--- src/hdl/asob_pkg.sv ---
// Shared types, constants and a helper function for the ADC sample to offset BCD block.
// Has no dependencies. Every other file in hdl/ refers to it by scoped names.
`timescale 1ns / 1ps

package asob_pkg;

  localparam int SampleWidth       = 12;
  localparam int SampleBitsDefault = 12;
  localparam int OffsetWidth       = 12;
  localparam logic [OffsetWidth-1:0] OffsetReset = 12'd500;
  localparam int FullScaleMv       = 2500;
  localparam int ProductWidth      = 24;
  localparam int BcdWidth          = 16;
  localparam int AsciiWidth        = 7;
  localparam int InDataWidth       = 16;
  localparam int OutDataWidth      = 40;

  // Result of the scale and offset stage. The magnitude never exceeds 4095.
  typedef struct packed {
    logic [OffsetWidth-1:0] mag;
    logic                   neg;
  } scale_t;

  // Upper-case ASCII hex character of one nibble.
  function automatic logic [AsciiWidth-1:0] hex_char(input logic [3:0] nib);
    logic [AsciiWidth-1:0] base;
    base = (nib < 4'd10) ? 7'd48 : 7'd55;
    return base + {3'b000, nib};
  endfunction

endpackage

--- src/hdl/adc_sample_to_offset_bcd.sv ---
// Top level of the ADC sample to offset BCD block.
// Depends on asob_pkg, asob_scale, asob_bcd and asob_hex.
`timescale 1ns / 1ps

// Each accepted sample word is scaled to millivolts as sample * 2500 / 2^SAMPLE_BITS
// (truncated), the programmed offset is subtracted, and one result word comes out with
// the magnitude as four packed BCD digits, the sign in tuser, and the raw sample as
// three ASCII hex characters. The block takes one word per cycle while the master side
// takes its results. A word passes through the input register and then the result
// register, with the scaling, subtraction and BCD digit compares in the logic between
// them. A stalled master side holds both registers and then tready drops.
// The offset resets to 500 mV and is written over the cfg channel, which is always
// ready; write it only while no word is in flight.
module adc_sample_to_offset_bcd #(
  parameter int SAMPLE_BITS = asob_pkg::SampleBitsDefault
) (
  input  logic clk_i,
  input  logic rst_ni,

  input  logic                                 cfg_valid_i,
  output logic                                 cfg_ready_o,
  input  logic [asob_pkg::OffsetWidth-1:0]     cfg_data_i,   // offset_mv

  input  logic                                 s_axis_tvalid_i,
  output logic                                 s_axis_tready_o,
  input  logic [asob_pkg::InDataWidth-1:0]     s_axis_tdata_i,  // [11:0] sample, rest zero

  output logic                                 m_axis_tvalid_o,
  input  logic                                 m_axis_tready_i,
  // [15:0] magnitude_bcd, [22:16] hex_high, [29:23] hex_mid, [36:30] hex_low, rest zero
  output logic [asob_pkg::OutDataWidth-1:0]    m_axis_tdata_o,
  output logic [0:0]                           m_axis_tuser_o   // [0] is_negative
);

  logic [asob_pkg::OffsetWidth-1:0] offset_q;
  logic [asob_pkg::SampleWidth-1:0] sample_q;
  logic                             in_valid_q;
  logic                             out_valid_q;
  logic                             out_advance;
  logic                             in_accept;

  asob_pkg::scale_t                 scale;
  logic [asob_pkg::BcdWidth-1:0]    bcd;
  logic [asob_pkg::AsciiWidth-1:0]  hex_high;
  logic [asob_pkg::AsciiWidth-1:0]  hex_mid;
  logic [asob_pkg::AsciiWidth-1:0]  hex_low;

  logic [asob_pkg::OutDataWidth-1:0] data_d;
  logic [asob_pkg::OutDataWidth-1:0] data_q;
  logic                              neg_q;

  assign cfg_ready_o = 1'b1;

  always_ff @(posedge clk_i or negedge rst_ni) begin
    if (!rst_ni) begin
      offset_q <= asob_pkg::OffsetReset;
    end else if (cfg_valid_i && cfg_ready_o) begin
      offset_q <= cfg_data_i;
    end
  end

  // The result register moves when it is empty or its word is being taken;
  // the input register moves whenever the result register can take its word.
  assign out_advance     = !out_valid_q || m_axis_tready_i;
  assign s_axis_tready_o = !in_valid_q || out_advance;
  assign in_accept       = s_axis_tvalid_i && s_axis_tready_o;

  always_ff @(posedge clk_i or negedge rst_ni) begin
    if (!rst_ni) begin
      in_valid_q  <= 1'b0;
      out_valid_q <= 1'b0;
    end else begin
      if (s_axis_tready_o) in_valid_q <= s_axis_tvalid_i;
      if (out_advance) out_valid_q <= in_valid_q;
    end
  end

  always_ff @(posedge clk_i) begin
    if (in_accept) sample_q <= s_axis_tdata_i[asob_pkg::SampleWidth-1:0];
  end

  asob_scale #(
    .SAMPLE_BITS(SAMPLE_BITS)
  ) u_scale (
    .sample_i    (sample_q),
    .offset_mv_i (offset_q),
    .result_o    (scale)
  );

  asob_bcd u_bcd (
    .bin_i (scale.mag),
    .bcd_o (bcd)
  );

  asob_hex u_hex (
    .sample_i   (sample_q),
    .hex_high_o (hex_high),
    .hex_mid_o  (hex_mid),
    .hex_low_o  (hex_low)
  );

  assign data_d = {3'b000, hex_low, hex_mid, hex_high, bcd};

  always_ff @(posedge clk_i) begin
    if (out_advance && in_valid_q) begin
      data_q <= data_d;
      neg_q  <= scale.neg;
    end
  end

  assign m_axis_tvalid_o = out_valid_q;
  assign m_axis_tdata_o  = data_q;
  assign m_axis_tuser_o  = neg_q;

endmodule

--- src/hdl/asob_scale.sv ---
// Scales a raw sample to millivolts and subtracts the programmed offset.
// Depends on asob_pkg for widths, the full-scale constant and scale_t.
`timescale 1ns / 1ps

module asob_scale #(
  parameter int SAMPLE_BITS = asob_pkg::SampleBitsDefault
) (
  input  logic [asob_pkg::SampleWidth-1:0] sample_i,
  input  logic [asob_pkg::OffsetWidth-1:0] offset_mv_i,
  output asob_pkg::scale_t                 result_o
);

  logic [asob_pkg::SampleWidth-1:0]  used;
  logic [asob_pkg::ProductWidth-1:0] product;
  logic [asob_pkg::OffsetWidth-1:0]  mv;

  // Only the low SAMPLE_BITS bits of the sample take part in the scaling.
  always_comb begin
    for (int i = 0; i < asob_pkg::SampleWidth; i++) begin
      used[i] = (i < SAMPLE_BITS) ? sample_i[i] : 1'b0;
    end
  end

  assign product = asob_pkg::ProductWidth'(used)
                 * asob_pkg::ProductWidth'(asob_pkg::FullScaleMv);
  assign mv      = asob_pkg::OffsetWidth'(product >> SAMPLE_BITS);

  always_comb begin
    // An exact match gives zero and counts as not negative.
    result_o.neg = (mv < offset_mv_i);
    result_o.mag = result_o.neg ? (offset_mv_i - mv) : (mv - offset_mv_i);
  end

endmodule

--- src/hdl/asob_bcd.sv ---
// Converts a 12-bit binary magnitude into four packed BCD digits.
// Depends on asob_pkg for widths. Each digit is found by parallel compares.
`timescale 1ns / 1ps

module asob_bcd (
  input  logic [asob_pkg::OffsetWidth-1:0] bin_i,
  output logic [asob_pkg::BcdWidth-1:0]    bcd_o
);

  logic [2:0] thou;
  logic [9:0] rem1;
  logic [3:0] hund;
  logic [6:0] rem2;
  logic [3:0] tens;
  logic [3:0] ones;

  always_comb begin
    thou = '0;
    for (int k = 1; k <= 4; k++) begin
      if (bin_i >= 12'(k * 1000)) thou = 3'(k);
    end
    rem1 = 10'(bin_i - 12'(32'(thou) * 1000));

    hund = '0;
    for (int k = 1; k <= 9; k++) begin
      if (rem1 >= 10'(k * 100)) hund = 4'(k);
    end
    rem2 = 7'(rem1 - 10'(32'(hund) * 100));

    tens = '0;
    for (int k = 1; k <= 9; k++) begin
      if (rem2 >= 7'(k * 10)) tens = 4'(k);
    end
    ones = 4'(rem2 - 7'(32'(tens) * 10));
  end

  assign bcd_o = {1'b0, thou, hund, tens, ones};

endmodule

--- src/hdl/asob_hex.sv ---
// Turns the three nibbles of a raw 12-bit sample into ASCII hex characters.
// Depends on asob_pkg for the hex_char function and widths.
`timescale 1ns / 1ps

module asob_hex (
  input  logic [asob_pkg::SampleWidth-1:0] sample_i,
  output logic [asob_pkg::AsciiWidth-1:0]  hex_high_o,
  output logic [asob_pkg::AsciiWidth-1:0]  hex_mid_o,
  output logic [asob_pkg::AsciiWidth-1:0]  hex_low_o
);

  assign hex_high_o = asob_pkg::hex_char(sample_i[11:8]);
  assign hex_mid_o  = asob_pkg::hex_char(sample_i[7:4]);
  assign hex_low_o  = asob_pkg::hex_char(sample_i[3:0]);

endmodule
--- config.mk ---
export PLATFORM = sky130hd
export DESIGN_NAME = adc_sample_to_offset_bcd
export DESIGN_NICKNAME = d
export VERILOG_FILES = /design/src/hdl/asob_pkg.sv /design/src/hdl/adc_sample_to_offset_bcd.sv /design/src/hdl/asob_scale.sv /design/src/hdl/asob_bcd.sv /design/src/hdl/asob_hex.sv
export SDC_FILE = /design/constraint.sdc
export NUM_CORES = 1
export LEC_CHECK = 0
export BUFFER_PORTS_ARGS = -buffer_cell sky130_fd_sc_hd__buf_2
export CAP_MARGIN = 20
export CORE_AREA = 3 3 104 131
export CTS_CLUSTER_SIZE = 8
export DETAILED_ROUTE_END_ITERATION = 8
export DIE_AREA = 0 0 107 134
export GPL_TIMING_DRIVEN = 0
export HOLD_SLACK_MARGIN = 0.02
export MAX_ROUTING_LAYER = met4
export PLACE_DENSITY = 0.78
export SLEW_MARGIN = 20
export SYNTH_ARGS = -nofsm -noshare
export SYNTH_HDL_FRONTEND = slang
export SYNTH_SLANG_ARGS = --single-unit
--- constraint.sdc ---
create_clock -name clk_i -period 12.5 [get_ports clk_i]
set_clock_uncertainty 0.05 [all_clocks]
set_input_delay 0.625 -clock clk_i [delete_from_list [all_inputs] [get_ports clk_i]]
set_output_delay 0.625 -clock clk_i [all_outputs]
set_load 0.005 [all_outputs]
After elaboration in Yosys (flattened, before gate mapping)
Index checks and enable logic that the tools add are counted.

Register bits: 63. Input bits: 33. Output and inout bits: 44. Word-level logic and storage cells: 76.

Add/sub/neg operators: 8. Multiply operators: 4. Magnitude comparators: 26. Muxes and demuxes: 26. Reduce and logical (&&, ||, !) cells: 6.

Operators by type and width (count): $ge 10x10->1 const B (4); $mux 3 (12); $ge 10x9->1 const B (3); $ge 12x12->1 const B (2); $sub 12x12->12 (2); $mul 12x10->22 const B (1); $add 7x4->7 (3); $ge 7x6->1 const B (3); $ge 7x7->1 const B (3); $mux 4 (4); $ge 7x5->1 const B (2); $ge 12x10->1 const B (1); $ge 12x11->1 const B (1); $lt 12x12->1 (1); $lt 4x4->1 const B (3); $mux 12 (1); $mux 2 (6); $ge 10x7->1 const B (1); $ge 10x8->1 const B (1); $sub 10x10->10 (1); $ge 7x4->1 const B (1); $mul 3x7->7 const B (1); $sub 7x7->7 (1); $mul 4x5->5 const B (1); other kinds (6) (11).

Logic depth before layout (Yosys ltp)
Depth in word-level cells: 34. Mapped depth: 66. Gate-level depth less buffers: 64.

Hierarchy
Synthesis repeated with hierarchy kept, for this count alone.

Cell total of the unflattened synthesis: 687. Area total of the unflattened synthesis: 6812.8 um^2.

By module, submodules not included: asob_scale (instances 1, cells each 352, area each 2961.6 um^2, seq. area each 0.0 um^2); adc_sample_to_offset_bcd (instances 1, cells each 89, area each 2119.5 um^2, seq. area each 1859.3 um^2); asob_bcd (instances 1, cells each 187, area each 1323.8 um^2, seq. area each 0.0 um^2); asob_hex (instances 1, cells each 59, area each 407.9 um^2, seq. area each 0.0 um^2).

Least setup slack after synthesis
Ideal clock, no wire load.

Path kind: register -> register. Start point: register sample_q[5] (netlist name). End point: register data_q (netlist bit m_axis_tdata_o[3]) (data pin). Setup time: 0.263 ns. Arrival: 12.970 ns. Required time: 12.187 ns. Setup slack: -0.784 ns. Stages on the path, launching flop included: 64. Buffers on the path: 2. Period minus slack after synthesis: 13.284 ns. Cells stage by stage: edfxtp_1 > inv_1 > fa_1 > inv_1 > ha_1 > inv_1 > fa_1 > inv_1 > ha_1 > fa_1 > ha_1 > nor2b_1 > nor2_1 > nor2b_1 > o21a_1 > o21a_1 > o21a_1 > o21a_1 > [... 28 more ...] > nor3_2 > a21bo_2 > ha_1 > inv_1 > fa_1 > a21o_1 > a21oi_1 > xnor2_1 > xnor2_1 > xnor2_1 > buf_6 > or3b_1 > o311ai_1 > a21oi_1 > ha_1 > fa_1 > xnor2_1 > xnor2_1.

Longest elaborated chain between the ends: 34. Elaborated cells between the ends (all ways): 55. Those cells by class: add/sub: 5; mul: 4; order compare: 23; mux: 23.

RTL lines: start: declaration (line adc_sample_to_offset_bcd.sv:36) `logic [asob_pkg::SampleWidth-1:0] sample_q;`; start signal: assignment (line adc_sample_to_offset_bcd.sv:79) `if (in_accept) sample_q <= s_axis_tdata_i[asob_pkg::SampleWidth-1:0];`; $mul 12x10->22 * (line asob_scale.sv:25) `* asob_pkg::ProductWidth'(asob_pkg::FullScaleMv);`; $sub 12x12->12 or $lt 12x12->1 (tied branches) (line asob_scale.sv:31, asob_scale.sv:30); $mux 12 * (line asob_scale.sv:31) `result_o.mag = result_o.neg ? (offset_mv_i - mv) : (mv - offset_mv_i);`; $ge 12x10->1 (line asob_bcd.sv:20) `if (bin_i >= 12'(k * 1000)) thou = 3'(k);`; $mux 1 (line asob_bcd.sv:20); $mux 2 (2 in a row) (line asob_bcd.sv:20); $mux 3 * (line asob_bcd.sv:20); net bcd (one bit) (line adc_sample_to_offset_bcd.sv:43) `logic [asob_pkg::BcdWidth-1:0] bcd;`; [... 12 more ...]; net bcd (one bit) (line adc_sample_to_offset_bcd.sv:43); [... 4 more ...]; $mux 2 (2 in a row) (line asob_bcd.sv:32) `if (rem2 >= 7'(k * 10)) tens = 4'(k);`; $mux 3 (4 in a row) (line asob_bcd.sv:32); $mux 4 (line asob_bcd.sv:32); $mux 4 * (line asob_bcd.sv:32); net bcd (one bit) (line adc_sample_to_offset_bcd.sv:43); $mul 4x3->3 * (line asob_bcd.sv:34) `ones = 4'(rem2 - 7'(32'(tens) * 10));`; $sub 4x4->4 * (line asob_bcd.sv:34); net bcd (one bit) (line adc_sample_to_offset_bcd.sv:43); end signal: assignment (line adc_sample_to_offset_bcd.sv:106) `data_q <= data_d;`; end: declaration (line adc_sample_to_offset_bcd.sv:49) `logic [asob_pkg::OutDataWidth-1:0] data_q;`.

Mark *: on every way through the listed nets, which the timed path passes. The rest lies on a longest branch. A chain may end at the register's enable or synchronous reset.

==> results.rst <==
.. list-table::
   :header-rows: 1

   * - Metric
     - Value
   * - Arrival time at the worst endpoint
     - 13230 ps
   * - Status
     - finished with violations
   * - Required time at the endpoint of the critical path
     - 12540 ps
   * - Share of cells above drive strength 1
     - 0.334
   * - Total half-perimeter wirelength after legalization and detailed placement
     - 12300 µm
   * - Hold-fix buffers at CTS
     - 0
   * - Remaining global-route overflow
     - 0
   * - Highest-count cells in the layout ignoring fill and taps
     - 95 x sky130_fd_sc_hd__ha_1, 87 x sky130_fd_sc_hd__buf_4, 84 x sky130_fd_sc_hd__inv_1
   * - Maximum buffer depth of the clock tree
     - 2
   * - Total clock sinks
     - 63
   * - Total iterations of the first detailed-routing run
     - 5
   * - Post-layout instance area
     - 8910 µm²
   * - Quantity of I/O buffers inserted on ports
     - 67
   * - Total length of routed wires
     - 18900 µm
   * - Top-level port count
     - 77
   * - Clock tree from TritonCTS
     - yes
   * - Most frequent standard cell in the layout excluding fill and tap cells
     - sky130_fd_sc_hd__ha_1
   * - Root buffer selected by CTS
     - sky130_fd_sc_hd__clkbuf_16
   * - Slew at the pin closest to its max-slew limit
     - 816 ps
   * - Routability cong.
     - 0.947
   * - Count of H-tree levels built during CTS
     - 3
   * - Post-synthesis instance area
     - 6850 µm²
   * - Final period demand of the worst path
     - 13190 ps
   * - Pre-CTS setup slack
     - -1720 ps
   * - Total via count after detailed routing
     - 6049
   * - Max-slew headroom at the worst pin
     - 0.450
   * - Number of nets with antenna violations after routing
     - 0
   * - Number of enable flip-flop cells after synthesis
     - 49
   * - First-pass GRT wire length
     - 28200 µm
   * - Post-layout nets
     - 1047
   * - Vias per Instance
     - 5.78
   * - Register area share after synthesis
     - 0.267
   * - Total Die Area
     - 14300 µm²
   * - Row count
     - 46
   * - Post-synthesis area per instance
     - 9.62 µm²
   * - Fraction of the cycle the final worst path needs
     - 1.06
   * - Nature of the critical path endpoint
     - register
   * - Number of global-route vias before repair
     - 5930
   * - Final Hold Vio Count
     - 0
   * - Antenna cell count
     - 0
   * - Horizontal die dimension
     - 107 µm
   * - CP Max Fanout
     - 9
   * - Die height
     - 134 µm
   * - Unique cell type count in the Yosys netlist
     - 83
   * - Number of max-slew violations in the final report
     - 0
   * - RSZ-0062 raised after global routing
     - yes
   * - Fmax
     - 0.0758 GHz
   * - Number of endpoints failing setup at the final stage
     - 4
   * - Instance area after placement
     - 7560 µm²
   * - Type of origin of the critical path
     - register
   * - Number of antenna violations at the first check in global routing
     - 0
   * - Main synth FF type
     - sky130_fd_sc_hd__edfxtp_1
   * - Worst-case setup margin in the final layout
     - -692 ps
   * - Register clock-pin slew on the reported worst setup and hold paths
     - 60 ps
   * - Setup TNS
     - -1460 ps
   * - Count of routing violations after the opening detailed-route iteration
     - 418
   * - Proportion of synthesized flip-flops having asynchronous set or reset
     - 0.222
   * - Number of violations of the max-capacitance limit
     - 0
   * - Worst stage delay on the critical path
     - 570 ps
   * - Synthesized flop and latch total
     - 63
   * - Placeable core area
     - 12600 µm²
   * - Violated checks
     - setup timing
   * - Classification of the worst-slack hold path
     - input port to asynchronous set/reset pin
   * - Crit path max-delay cell type
     - sky130_fd_sc_hd__fa_1
   * - DRC violations left
     - 0
   * - Starting utilization of the core area
     - 0.543
   * - Aggregate global-route resource usage
     - 0.256
   * - YS warnings
     - 0
   * - Area growth from synthesis to final layout
     - 30.1%
   * - TritonCTS Buffers
     - 9
   * - Worst-skew pair later-pin latency
     - 350 ps
   * - Synth Instances
     - 712
   * - Pin count of the biggest net entering global routing
     - 36
   * - Critical path class
     - register to register
   * - Routed WL per cell
     - 18.1 µm
-- kinds of logic (layout without fill, tap and decap cells) --
group,Yosys count,in the layout,synth area share
buf+inv,119,282,0.0727
other cells,2,6,0.00110
simple gates,177,177,0.132
flops,63,63,0.267
compound gates,165,165,0.172
xor+xnor,35,35,0.0479
mux,11,11,0.0195
fa+ha+maj,140,140,0.288
-- synthesized netlist by cell type, types with 14 or more instances --
cell                       number  share of area
sky130_fd_sc_hd__a21o_1        25          0.027
sky130_fd_sc_hd__a21oi_1       33          0.024
sky130_fd_sc_hd__edfxtp_1      49           0.21
sky130_fd_sc_hd__fa_1          30          0.088
sky130_fd_sc_hd__ha_1         109           0.20
sky130_fd_sc_hd__inv_1         99          0.054
sky130_fd_sc_hd__nand2_1       44          0.024
sky130_fd_sc_hd__nand2b_1      14          0.013
sky130_fd_sc_hd__nand3_1       20          0.015
sky130_fd_sc_hd__nor2_1        38          0.021
sky130_fd_sc_hd__o21ai_0       31          0.023
sky130_fd_sc_hd__xnor2_1       21          0.027
-- worst paths after layout --
check	startpoint	to	slack, ps	depth (start not counted)
max	sample_q[4]	m_axis_tdata_o[3]	-690	64
min	rst_ni	offset_q[3]	130	1
max reg2reg	sample_q[4]	m_axis_tdata_o[3]	-690	64
min reg2reg	offset_q[6]	offset_q[6]	480	2
max in group asynchronous	rst_ni	offset_q[8]	11970	1
min in group clk_i	s_axis_tdata_i[4]	sample_q[4]	400	1
-- sequential cells by signal, indices dropped and copies added (netlist names) --
| name | count |
|---|---|
| sample_q | 12 |
| offset_q | 12 |
| in_valid_q | 1 |
| m_axis_tvalid_o | 1 |
| m_axis_tuser_o | 1 |
| m_axis_tdata_o | 36 |
-- stage by stage --
| stage | utilization | instances | hold WS [ps] |
|---|---|---|---|
| floorplan | - | 716 | 279 |
| global placement | 0.598 | 951 | 414 |
| detailed placement | 0.600 | 952 | 446 |
| CTS | 0.670 | 1012 | 144 |
| global route | 0.707 | 1047 | 146 |
| finish | 0.707 | 1047 | 131 |
-- layout make-up --
| type | count | area (µm²) |
|---|---|---|
| multi-input combinational | 534 | 5090 |
| fill | 842 | 3690 |
| sequential | 63 | 1830 |
| timing repair buffer | 149 | 967 |
| inverter | 99 | 387 |
| clock buffer | 10 | 229 |
| tap | 168 | 210 |
| buffer | 19 | 146 |
| clock inverter | 5 | 50.0 |
-- worst max-delay path: cells and delay by family (launching register included) --
kind                     cells  cell delay (ps)
AND/OR/NAND/NOR             14             2520
XOR/XNOR                     7             1100
flip-flops                   1              420
adder cells (fa/ha/maj)     12             3890
AO/OA/AOI/OAI               21             3910
buffers and inverters       10              990
-- layer usage --
layer  wire, µm  track usage  vias to the layer above
li1           -            -                     2825
met1       7120        0.271                     2912
met2      10000        0.456                      233
met3        933       0.0477                       79
met4        855        0.119                        0
met5          0            -                        -
-- timing repair --
action / 4_1_cts / 5_1_grt
endpoints found under the setup margin: 7 / 7
pin swaps: 41 / 33
resized for setup: 50 / 43
setup buffers: 46 / 38
Power is not shown: default switching activity piles up to over one toggle a cycle in this logic, so the estimate is an artifact.
